<file path="src/sv/sync_length_crc_frame_extractor_macros.svh">
// Assertion macros used by the frame extractor.
`ifndef SYNC_LENGTH_CRC_FRAME_EXTRACTOR_MACROS_SVH
`define SYNC_LENGTH_CRC_FRAME_EXTRACTOR_MACROS_SVH
`define SLCF_ASSERT_IMPL(label, clk, rst_n, ante, cons) \
    label: assert property (@(posedge clk) disable iff (!rst_n) (ante) |-> (cons)) \
        else $error("assertion failed");
`define SLCF_ASSERT_NEXT(label, clk, rst_n, ante, cons) \
    label: assert property (@(posedge clk) disable iff (!rst_n) (ante) |=> (cons)) \
        else $error("assertion failed");
`endif

</file>
<file path="src/sv/slcf_pkg.sv">
`timescale 1ns / 1ps
package slcf_pkg;
    localparam int BufferBytes = 64;
    localparam int HeaderBytes = 7;
    localparam int MinFrame = HeaderBytes + 2;
    localparam int PtrW = $clog2(BufferBytes);
    localparam int LvlW = $clog2(BufferBytes + 1);
    localparam logic [7:0] SYNC_HI = 8'hAA;
    localparam logic [7:0] SYNC_LO = 8'h55;
    localparam logic [15:0] CRC_INIT = 16'hFFFF;
    localparam logic [15:0] CRC_POLY = 16'h1021;
    localparam logic [5:0] PAYLOAD_LIMIT_RESET = 6'd55;

    // One CRC16-CCITT byte update, eight narrow dependent steps.
    function automatic logic [15:0] crc_byte(input logic [15:0] crc_in, input logic [7:0] b);
        logic [15:0] c;
        c = crc_in ^ {b, 8'h00};
        for (int k = 0; k < 8; k++)
        begin
            if (c[15])
            begin
                c = {c[14:0], 1'b0} ^ CRC_POLY;
            end
            else
            begin
                c = {c[14:0], 1'b0};
            end
        end
        return c;
    endfunction
endpackage

</file>
<file path="src/sv/sync_length_crc_frame_extractor.sv">
`timescale 1ns / 1ps
// Byte-stream frame synchronizer.
// Input channel: rx_valid/rx_stall with rx_byte, one received byte per item.
// The block stalls the input while it works on a byte: it stores it, then a
// sequencer reading one buffer byte per cycle searches for the sync pair
// AA 55, reads the 32-bit length at bytes 3..6, runs the CRC16 over the
// frame one byte per cycle and compares it with the two trailing bytes.
// Rejected starts drop one byte and rescan. Dropping bytes moves a base
// pointer (the buffer is a circular memory), so nothing is copied.
// Output channel: out_valid/out_stall carrying out_byte, frame_last and the
// three counters as they stood for that frame; each good frame is sent one
// byte per item from sync through CRC, frame_last marking the final byte.
// Each byte passes through the checking states before the next is taken; a rescan
// rereads the buffered bytes for the sync search, the length and the CRC, all
// through the single read port.
// A stalled receiver simply holds the sequencer in its send state.
// Reset empties the buffer, clears the counters and sets the payload limit to 55.
// cfg_valid/cfg_ready write the payload limit (low 6 bits) while idle.
module sync_length_crc_frame_extractor (
    input  logic        clk,
    input  logic        rst_n,
    input  logic        rx_valid,
    output logic        rx_stall,
    input  logic [7:0]  rx_byte,
    output logic        out_valid,
    input  logic        out_stall,
    output logic [7:0]  out_byte,
    output logic        frame_last,
    output logic [31:0] good_frames,
    output logic [31:0] crc_error_total,
    output logic [31:0] length_error_total,
    input  logic        cfg_valid,
    output logic        cfg_ready,
    input  logic [5:0]  cfg_data
);
`include "sync_length_crc_frame_extractor_macros.svh"

    localparam int PW = slcf_pkg::PtrW;
    localparam int LW = slcf_pkg::LvlW;

    typedef enum logic [8:0] {
        S_IDLE  = 9'b000000001,
        S_CHECK = 9'b000000010,
        S_SCAN  = 9'b000000100,
        S_HDR   = 9'b000001000,
        S_LENCK = 9'b000010000,
        S_CRC   = 9'b000100000,
        S_CMP   = 9'b001000000,
        S_SEND  = 9'b010000000,
        S_DROP  = 9'b100000000
    } state_t;

    state_t state_reg, state_next;
    logic [7:0] mem [slcf_pkg::BufferBytes];
    logic [7:0] rd_data_reg;
    logic [PW-1:0] rd_addr;
    logic [PW-1:0] base_reg, base_next;
    logic [LW-1:0] fill_reg, fill_next;
    logic [LW-1:0] idx_reg, idx_next;       // offset of the byte being read
    logic [LW-1:0] fsize_reg, fsize_next;
    logic [7:0] prev_reg, prev_next;
    logic [31:0] len_reg, len_next;
    logic [15:0] crc_reg, crc_next;
    logic [15:0] got_reg, got_next;
    logic [31:0] good_reg, good_next, crce_reg, crce_next, lene_reg, lene_next;
    logic [5:0] maxp_reg;
    logic pend_reg, pend_next;              // a read was issued last cycle
    logic outv_reg, outv_next;
    logic [7:0] ob_reg, ob_next;
    logic ol_reg, ol_next;
    logic [31:0] og_reg, og_next, oc_reg, oc_next, oe_reg, oe_next;
    logic wr_en;

    assign rx_stall = (state_reg != S_IDLE);
    assign cfg_ready = (state_reg == S_IDLE);
    assign wr_en = rx_valid && !rx_stall && (fill_reg < LW'(slcf_pkg::BufferBytes));
    // The read address follows the next pointers, so the registered data matches idx_reg.
    assign rd_addr = base_next + idx_next[PW-1:0];

    always_ff @(posedge clk)
    begin
        if (wr_en)
        begin
            mem[base_reg + fill_reg[PW-1:0]] <= rx_byte;
        end
        rd_data_reg <= mem[rd_addr];
    end

    always_comb
    begin
        state_next = state_reg;
        base_next = base_reg;
        fill_next = fill_reg;
        idx_next = idx_reg;
        fsize_next = fsize_reg;
        prev_next = prev_reg;
        len_next = len_reg;
        crc_next = crc_reg;
        got_next = got_reg;
        good_next = good_reg;
        crce_next = crce_reg;
        lene_next = lene_reg;
        pend_next = 1'b0;
        outv_next = outv_reg;
        ob_next = ob_reg;
        ol_next = ol_reg;
        og_next = og_reg;
        oc_next = oc_reg;
        oe_next = oe_reg;
        if (outv_reg && !out_stall)
        begin
            outv_next = 1'b0;
        end
        unique case (state_reg)
            S_IDLE:
            begin
                if (rx_valid)
                begin
                    if (wr_en)
                    begin
                        fill_next = fill_reg + LW'(1);
                    end
                    state_next = S_CHECK;
                end
            end
            S_CHECK:
            begin
                idx_next = '0;
                prev_next = 8'h00;
                if (fill_reg >= LW'(slcf_pkg::MinFrame))
                begin
                    pend_next = 1'b1;
                    state_next = S_SCAN;
                end
                else
                begin
                    state_next = S_IDLE;
                end
            end
            S_SCAN:
            begin
                // rd_data_reg holds the byte at offset idx_reg.
                if (pend_reg)
                begin
                    if (idx_reg != '0 && prev_reg == slcf_pkg::SYNC_HI
                        && rd_data_reg == slcf_pkg::SYNC_LO)
                    begin
                        base_next = base_reg + PW'(idx_reg - LW'(1));
                        fill_next = fill_reg - (idx_reg - LW'(1));
                        idx_next = LW'(3);
                        len_next = '0;
                        state_next = S_HDR;
                    end
                    else if (idx_reg + LW'(1) >= fill_reg)
                    begin
                        if (rd_data_reg == slcf_pkg::SYNC_HI)
                        begin
                            base_next = base_reg + PW'(idx_reg);
                            fill_next = LW'(1);
                        end
                        else
                        begin
                            fill_next = '0;
                        end
                        state_next = S_IDLE;
                    end
                    else
                    begin
                        prev_next = rd_data_reg;
                        idx_next = idx_reg + LW'(1);
                        pend_next = 1'b1;
                    end
                end
                else
                begin
                    pend_next = 1'b1;
                end
            end
            S_HDR:
            begin
                if (fill_reg < LW'(slcf_pkg::MinFrame))
                begin
                    state_next = S_IDLE;
                end
                else if (pend_reg)
                begin
                    len_next = {len_reg[23:0], rd_data_reg};
                    if (idx_reg == LW'(6))
                    begin
                        state_next = S_LENCK;
                    end
                    else
                    begin
                        idx_next = idx_reg + LW'(1);
                        pend_next = 1'b1;
                    end
                end
                else
                begin
                    pend_next = 1'b1;
                end
            end
            S_LENCK:
            begin
                if (len_reg > {26'd0, maxp_reg}
                    || len_reg > 32'(slcf_pkg::BufferBytes - slcf_pkg::MinFrame))
                begin
                    lene_next = lene_reg + 32'd1;
                    state_next = S_DROP;
                end
                else
                begin
                    fsize_next = LW'(len_reg) + LW'(slcf_pkg::MinFrame);
                    if (fill_reg < LW'(len_reg) + LW'(slcf_pkg::MinFrame))
                    begin
                        state_next = S_IDLE;
                    end
                    else
                    begin
                        idx_next = '0;
                        crc_next = slcf_pkg::CRC_INIT;
                        pend_next = 1'b1;
                        state_next = S_CRC;
                    end
                end
            end
            S_CRC:
            begin
                if (pend_reg)
                begin
                    if (idx_reg + LW'(2) < fsize_reg)
                    begin
                        crc_next = slcf_pkg::crc_byte(crc_reg, rd_data_reg);
                    end
                    else
                    begin
                        got_next = {got_reg[7:0], rd_data_reg};
                    end
                    if (idx_reg + LW'(1) == fsize_reg)
                    begin
                        state_next = S_CMP;
                    end
                    else
                    begin
                        idx_next = idx_reg + LW'(1);
                        pend_next = 1'b1;
                    end
                end
                else
                begin
                    pend_next = 1'b1;
                end
            end
            S_CMP:
            begin
                if (got_reg != crc_reg)
                begin
                    crce_next = crce_reg + 32'd1;
                    state_next = S_DROP;
                end
                else
                begin
                    good_next = good_reg + 32'd1;
                    idx_next = '0;
                    pend_next = 1'b1;
                    state_next = S_SEND;
                end
            end
            S_SEND:
            begin
                if (pend_reg)
                begin
                    if (!outv_next)
                    begin
                        outv_next = 1'b1;
                        ob_next = rd_data_reg;
                        ol_next = (idx_reg + LW'(1) == fsize_reg);
                        og_next = good_reg;
                        oc_next = crce_reg;
                        oe_next = lene_reg;
                        if (idx_reg + LW'(1) == fsize_reg)
                        begin
                            base_next = base_reg + PW'(fsize_reg);
                            fill_next = fill_reg - fsize_reg;
                            state_next = S_CHECK;
                        end
                        else
                        begin
                            idx_next = idx_reg + LW'(1);
                            pend_next = 1'b1;
                        end
                    end
                    else
                    begin
                        pend_next = 1'b1;
                    end
                end
                else
                begin
                    pend_next = 1'b1;
                end
            end
            S_DROP:
            begin
                base_next = base_reg + PW'(1);
                fill_next = fill_reg - LW'(1);
                state_next = S_CHECK;
            end
            default:
            begin
                state_next = S_IDLE;
            end
        endcase
    end

    always_ff @(posedge clk or negedge rst_n)
    begin
        if (!rst_n)
        begin
            state_reg <= S_IDLE;
            base_reg <= '0;
            fill_reg <= '0;
            good_reg <= '0;
            crce_reg <= '0;
            lene_reg <= '0;
            maxp_reg <= slcf_pkg::PAYLOAD_LIMIT_RESET;
            pend_reg <= 1'b0;
            outv_reg <= 1'b0;
        end
        else
        begin
            state_reg <= state_next;
            base_reg <= base_next;
            fill_reg <= fill_next;
            good_reg <= good_next;
            crce_reg <= crce_next;
            lene_reg <= lene_next;
            pend_reg <= pend_next;
            outv_reg <= outv_next;
            if (cfg_valid && cfg_ready)
            begin
                maxp_reg <= cfg_data;
            end
        end
    end

    always_ff @(posedge clk)
    begin
        idx_reg <= idx_next;
        fsize_reg <= fsize_next;
        prev_reg <= prev_next;
        len_reg <= len_next;
        crc_reg <= crc_next;
        got_reg <= got_next;
        ob_reg <= ob_next;
        ol_reg <= ol_next;
        og_reg <= og_next;
        oc_reg <= oc_next;
        oe_reg <= oe_next;
    end

    assign out_valid = outv_reg;
    assign out_byte = ob_reg;
    assign frame_last = ol_reg;
    assign good_frames = og_reg;
    assign crc_error_total = oc_reg;
    assign length_error_total = oe_reg;

    `SLCF_ASSERT_IMPL(a_fill_bound, clk, rst_n, 1'b1, fill_reg <= LW'(slcf_pkg::BufferBytes))
    `SLCF_ASSERT_IMPL(a_onehot, clk, rst_n, 1'b1, $onehot(state_reg))
    `SLCF_ASSERT_NEXT(a_good_step, clk, rst_n, state_reg == S_CMP && got_reg == crc_reg,
        good_reg == $past(good_reg) + 32'd1)
    `SLCF_ASSERT_NEXT(a_drop, clk, rst_n, state_reg == S_DROP,
        fill_reg == $past(fill_reg) - LW'(1))
endmodule
</file>
<file path="config.mk">
export PLATFORM = sky130hd
export DESIGN_NAME = sync_length_crc_frame_extractor
export DESIGN_NICKNAME = d
export VERILOG_FILES = /design/src/sv/slcf_pkg.sv /design/src/sv/sync_length_crc_frame_extractor.sv
export VERILOG_INCLUDE_DIRS = /design/src /design/src/sv
export SDC_FILE = /design/constraint.sdc
export NUM_CORES = 1
export LEC_CHECK = 0
export BUFFER_PORTS_ARGS = -buffer_cell sky130_fd_sc_hd__buf_4
export CORE_UTILIZATION = 50
export DETAILED_ROUTE_END_ITERATION = 10
export PLACE_DENSITY = 0.75
export SETUP_SLACK_MARGIN = 0.2
export SYNTH_ARGS = -nofsm -noshare
export SYNTH_HDL_FRONTEND = slang
export SYNTH_SLANG_ARGS = --single-unit
</file>
<file path="constraint.sdc">
create_clock -name clk -period 7.72 [get_ports clk]
set_clock_uncertainty 0.2 [all_clocks]
set_input_delay 0.772 -clock clk [delete_from_list [all_inputs] [get_ports clk]]
set_output_delay 0.772 -clock clk [all_outputs]
set_load 0.02 [all_outputs]
</file>
# Word-level counts from Yosys, hierarchy flattened
# Memory sizes are Yosys's and may differ from the RTL's. A register that Yosys moved wholly into a read port is not among the register bits.
# Index checks and enable logic that the tools add are counted.
# totals
out_inout_bits,108
input_bits,19
register_bits,317
n_memories,1
mem_bits_rw,512
# mem_list
name,depth,word_bits,rd,rd_ports_with_merged_regs,wr,line,source
mem,64,8,1,1,1,sync_length_crc_frame_extractor.sv:54,logic [7:0] mem [slcf_pkg::BufferBytes];
# classes
magnitude_cmp,8
n_mux,112
eq_ne,38
n_bitwise,13
n_addsub,17
n_reduce_logical,27
# op_table
op,n
$mux W16,25
$mux W7,21
$mux W32,4
$mux W9,14
$mux W13,8
$add A32 B1 Y32 const B,3
$pmux W9 S9,1
$pmux W32 S2,1
$pmux W7 S7,1
$mux W6,8
$ne A2 B2 Y1 const B,17
$gt A32 B6 Y1,1
$gt A32 B6 Y1 const B,1
$pmux W16 S2,1
$add A6 B6 Y6,5
$pmux W7 S4,1
$mux W8,3
$not A3 Y3,8
$mux W1,20
$pmux W6 S3,1
$eq A8 B8 Y1 const B,2
$ne A16 B16 Y1,1
$pmux W8 S2,1
$xor A16 B16 Y16,1
42 further kinds,66

# Depth between registers and ports, before layout
# depth
word_depth,41
mapped_depth,24
mapped_depth_nobuf,22

# Worst setup path after synthesis
# No wires, ideal clock.
# synth_timing
kind,register to register
startpoint,register state_reg[1]
endpoint,"register rd_data_reg[1], read port of mem"
path_stages_with_launch,19
path_slack_ns,0.760
arrival_time_ns,6.608
path_buffers,4
setup_ns,0.153
cell_sequence,dfrtp_1 > buf_4 > nor4_4 > and3_1 > clkbuf_1 > nand3_1 > inv_1 > a21oi_1 > nor2_1 > nor3_1 > o21ai_0 > o31a_1 > ha_1 > clkbuf_1 > buf_1 > mux4_1 > mux4_1 > mux2i_1 > mux2i_1
# synth_between
elab_chain_cells,3
word_cells_on_any_way,11
cone_classes,1 x add/sub; 8 x eq/ne; 2 x mux
# synth_rtl
element,line,source
from (decl),sync_length_crc_frame_extractor.sv:53,"state_t state_reg, state_next;"
from (signal assigned),sync_length_crc_frame_extractor.sv:332,state_reg <= state_next;
$eq A9 B8 Y1 (tied with other cells),sync_length_crc_frame_extractor.sv:114,unique case (state_reg)
$pmux W7 S7 (*),sync_length_crc_frame_extractor.sv:114,
named net idx_next[0],sync_length_crc_frame_extractor.sv:59,"logic [LW-1:0] idx_reg, idx_next;"
$add A6 B6 Y6 (*),sync_length_crc_frame_extractor.sv:78,assign rd_addr = base_next + idx_next[PW-1:0];
to (decl),sync_length_crc_frame_extractor.sv:55,logic [7:0] rd_data_reg;
# Mark *: on every way through the listed nets, which the timed path passes. The rest lies on a longest branch.
# A chain may end at the register's enable or synchronous reset.

# Worst setup path in the final report
# layout_timing
startpoint,register idx_reg[0]
endpoint,"register rd_data_reg[6], read port of mem"
# layout_between
elab_chain_cells,7
word_cells_on_any_way,33
cone_classes,5 x add/sub; 1 x order compare; 2 x eq/ne; 22 x mux; 3 x reduce/logical
# layout_rtl
element,line,source
from (decl),sync_length_crc_frame_extractor.sv:59,
from (signal assigned),sync_length_crc_frame_extractor.sv:349,idx_reg <= idx_next;
$add A7 B1 Y7 (tied with other cells),"sync_length_crc_frame_extractor.sv:154, sync_length_crc_frame_extractor.sv:281",
$ge A7 B7 Y1 (tied with other cells),sync_length_crc_frame_extractor.sv:154,else if (idx_reg + LW'(1) >= fill_reg)
$mux W6 (tied with other cells),sync_length_crc_frame_extractor.sv:154,
$mux W6 (on tied branches),"sync_length_crc_frame_extractor.sv:145, sync_length_crc_frame_extractor.sv:273",
$mux W6 (on tied branches),"sync_length_crc_frame_extractor.sv:143, sync_length_crc_frame_extractor.sv:271",
$pmux W6 S3 (*),sync_length_crc_frame_extractor.sv:114,
named net base_next[0],sync_length_crc_frame_extractor.sv:57,"logic [PW-1:0] base_reg, base_next;"
$add A6 B6 Y6 (*),sync_length_crc_frame_extractor.sv:78,
# Mark *: on every way through the listed nets, which the timed path passes. The rest lies on a longest branch. The select of a mux whose other input is x is not followed.

==> results.json <==
{
  "hold-path-endpoint": "maxp_reg[2]",
  "die_y_um": 270,
  "cpMostUsedCell": "mux2i_1",
  "overflow": 0,
  "track_usage_pct": 22.3,
  "cellLeakagePower_nw": 14.4,
  "cts_root_buf": "clkbuf_16",
  "total_power_mw": 13.7,
  "cellPowerDensity_mw_per_mm2": 339,
  "peakVddDrop_mv": 0.321,
  "muxShareOfSynthArea_pct": 11.8,
  "synth_xor_area_share_pct": 4.98,
  "r2r_slack_ns": 0.47,
  "fp-row-count": 97,
  "place.gp.congestion": 0.889,
  "postCtsSetupRepairBufs": 0,
  "antenna_found_initial": 1,
  "n_fill_cell": 5225,
  "pin_count": 127,
  "clk_latency_ns": 0.66,
  "finalSetupTns_ns": 0,
  "cts-resized-gates": 0,
  "synth_top_area_share_pct": 58.5,
  "hp-class": "input pin to flop",
  "drv_slew": 0,
  "worst_r2r_path_depth": 19,
  "worst_pin_slew_ns": 1.22,
  "min_from": "cfg_data[2]",
  "drt_drc_violations_left": 0,
  "drt_first_iter_violations": 1892,
  "multi_input_area_sq_mm": 0.0109,
  "critPathTopFamily": "multiplexers",
  "grt_max_degree": 73,
  "wl_per_cell_um": 24.4,
  "postSynthCellCount": 2126,
  "dr.pass1.iters": 6,
  "cts_tree": "built",
  "die_x_um": 270,
  "yosys.area.top_type": "edfxtp_1",
  "synth_fp_nets": 2226,
  "hold_depth": 2,
  "fin_crit_sh_pct": 93.9,
  "htree_levels": 3,
  "rsz0062_at_grt": "no",
  "crit_chain": "inv_1, ha_1, xor2_1, nor2_1, nand4_1, nor3b_1, buf_4, and3_1, mux2i_1, o22ai_1, a211o_1, ha_4, fa_4, buf_12, buf_4, mux4_1, mux4_1, mux2i_1, mux2i_1",
  "r2r-end": "rd_data_reg[6]",
  "synth-seq-cells": 837,
  "start_util_pct": 50.9,
  "synth_compound_area_share_pct": 3.26,
  "status": "finished clean",
  "path_max_fanout": 44,
  "r2r_start": "idx_reg[0]",
  "drive_gt1_share_pct": 17.5,
  "cts.sinks": 837,
  "n_antenna_cell": 0,
  "yosysWarnings": 0,
  "ys.flop_type": "edfxtp_1",
  "grt_pass1_vias": 20100,
  "clockBufferDepth": 3,
  "synth_cell_types": 84,
  "maxSlewHeadroom_pct": 18.7,
  "synth_seq_area_share_pct": 68.1,
  "vias_per_cell": 5.92,
  "io_buffers": 126,
  "synth_edf_count": 697,
  "fin_crit_ns": 7.25,
  "synth_top_family_by_area": "multiplexers",
  "area_growth_pct": 13.3,
  "dp_hpwl_um": 51100,
  "nets": 2391,
  "synth_fa_ha_area_share_pct": 2.98,
  "grt_pass1_wl_um": 123000,
  "synth.area.top_cells": "edfxtp_1 58%, dfrtp_1 8.4%, mux4_2 6.2%",
  "cts_buffers": 83,
  "cp_num_buf_inv": 4,
  "vias": 19500,
  "ys_async_sr_fraction_pct": 15.1,
  "synth_simple_gate_area_share_pct": 7.27,
  "clk_pin_slew_worst_paths_ns": 0.06,
  "core_area_sq_mm": 0.0704,
  "setup_viol": 0,
  "die-area_sq_mm": 0.0727,
  "syn_area_sq_mm": 0.0358,
  "largest_reg_flops": 512,
  "cp-end-kind": "flop",
  "drtAntennaViolNets": 0,
  "max_stage_delay_ns": 1.06,
  "start_kind": "flop",
  "cp.arrival_ns": 7.54,
  "cap_viol_max_count": 0,
  "regArea_sq_mm": 0.0244,
  "wl_um": 80500,
  "worstSetupPathType": "flop to flop",
  "syn_avg_cell_area_sq_um": 16.8,
  "final-hold-violation-count": 0,
  "timing.fmax_mhz": 138,
  "crit_required_ns": 8.01,
  "cp_slowest_cell": "fa_4"
}
==> per-stage QoR <==
stage                     setup WS (ns)  cells  hold WS, ns  area [sq um]  utilization (%)
after floorplan                   0.760   2126        0.225         35800                -
after global placement            0.678   3145        0.234         37800             53.7
after detailed placement          0.651   3145        0.236         37800             53.7
after CTS                         0.576   3300        0.125         40600             57.6
after global routing              0.241   3300        0.136         40600             57.6
final                             0.469   3300        0.164         40600             57.6
==> layer usage <==
layer / vias to the layer above / routed length (um) / global-route usage [%]
met5: - / 13 / 0
met4: 2 / 2440 / 7.30
met3: 172 / 5720 / 4.02
met2: 861 / 39900 / 37.2
met1: 9921 / 32500 / 29.8
li1: 8592 / - / -
==> worst max-delay path by stage <==
| stage | cells past startpoint | to | slack [ns] | start |
|---|---|---|---|---|
| final | 19 | rd_data_reg[6] | 0.47 | idx_reg[0] |
| after CTS | 19 | rd_data_reg[6] | 0.58 | idx_reg[0] |
| after global routing | 19 | rd_data_reg[6] | 0.24 | idx_reg[2] |
| after global placement | 19 | rd_data_reg[6] | 0.68 | idx_reg[0] |
| after detailed placement | 19 | rd_data_reg[6] | 0.65 | idx_reg[0] |
| after floorplan | 18 | rd_data_reg[1] | 0.76 | state_reg[1] |
==> area by class of cell <==
| cell class | instances | share of cell area, % |
|---|---|---|
| clock buffer | 115 | 5.64 |
| tap | 940 | 2.90 |
| multi-input combinational | 1161 | 26.9 |
| clock inverter | 39 | 1.10 |
| sequential | 837 | 60.1 |
| timing repair buffer | 148 | 2.88 |
| inverter | 60 | 0.561 |
==> kinds of logic after synthesis <==
logic type / Yosys count
AOI/OAI and AO/OA: 188
DFF: 837
muxes: 197
adders and majority gates: 81
xor gates and xnor gates: 196
buffers and inverters: 128
and+or+nand+nor: 499
==> Yosys cell counts (all sizes together), types with 11 or more instances <==
| master | count |
|---|---|
| xor2 | 77 |
| mux2i | 27 |
| nor4 | 16 |
| a21oi | 56 |
| and2 | 48 |
| nand2 | 93 |
| a21o | 17 |
| dfxtp | 14 |
| mux4 | 160 |
| nor2 | 148 |
| nand3 | 58 |
| edfxtp | 697 |
| xnor2 | 118 |
| dfrtp | 120 |
| nor3 | 20 |
| clkbuf | 44 |
| ha | 74 |
| nand2b | 12 |
| a211oi | 11 |
| o22ai | 12 |
| nand4 | 21 |
| o21ai | 46 |
| inv | 60 |
| and3 | 23 |
| buf | 24 |
==> power by group <==
| group | switching, mW | total, mW | leakage, nW | internal (mW) |
|---|---|---|---|---|
| sequential | 0.230 | 5.26 | 8.01 | 5.03 |
| combinational | 2.31 | 4.47 | 5.07 | 2.17 |
| clock | 1.73 | 4.01 | 1.32 | 2.27 |
==> cell usage in the layout (no fill, tap or decap), drive strengths merged, types with 10 or more instances in the layout <==
master | Yosys | final
o22ai | 12 | 12
xnor2 | 118 | 118
xor2 | 77 | 77
dfxtp | 14 | 14
nand3 | 58 | 58
and4 | 10 | 10
a211oi | 11 | 11
dfrtp | 120 | 120
mux4 | 160 | 160
and2 | 48 | 48
nor2b | 10 | 10
nand2b | 12 | 12
mux2i | 27 | 27
buf | 24 | 147
a21oi | 56 | 56
a21o | 17 | 17
edfxtp | 697 | 697
mux2 | 10 | 10
clkinv | 0 | 23
ha | 74 | 74
nor2 | 148 | 148
inv | 60 | 66
o21ai | 46 | 46
nor4 | 16 | 16
and3 | 23 | 23
nand2 | 93 | 93
nand4 | 21 | 21
nor3 | 20 | 20
clkbuf | 44 | 115
==> timing repair <==
action,in CTS,in global routing
setup endpoints to repair,0,0
hold buffers,1,0
hold endpoints to repair,31,0
(Power assumes the default switching activity.)
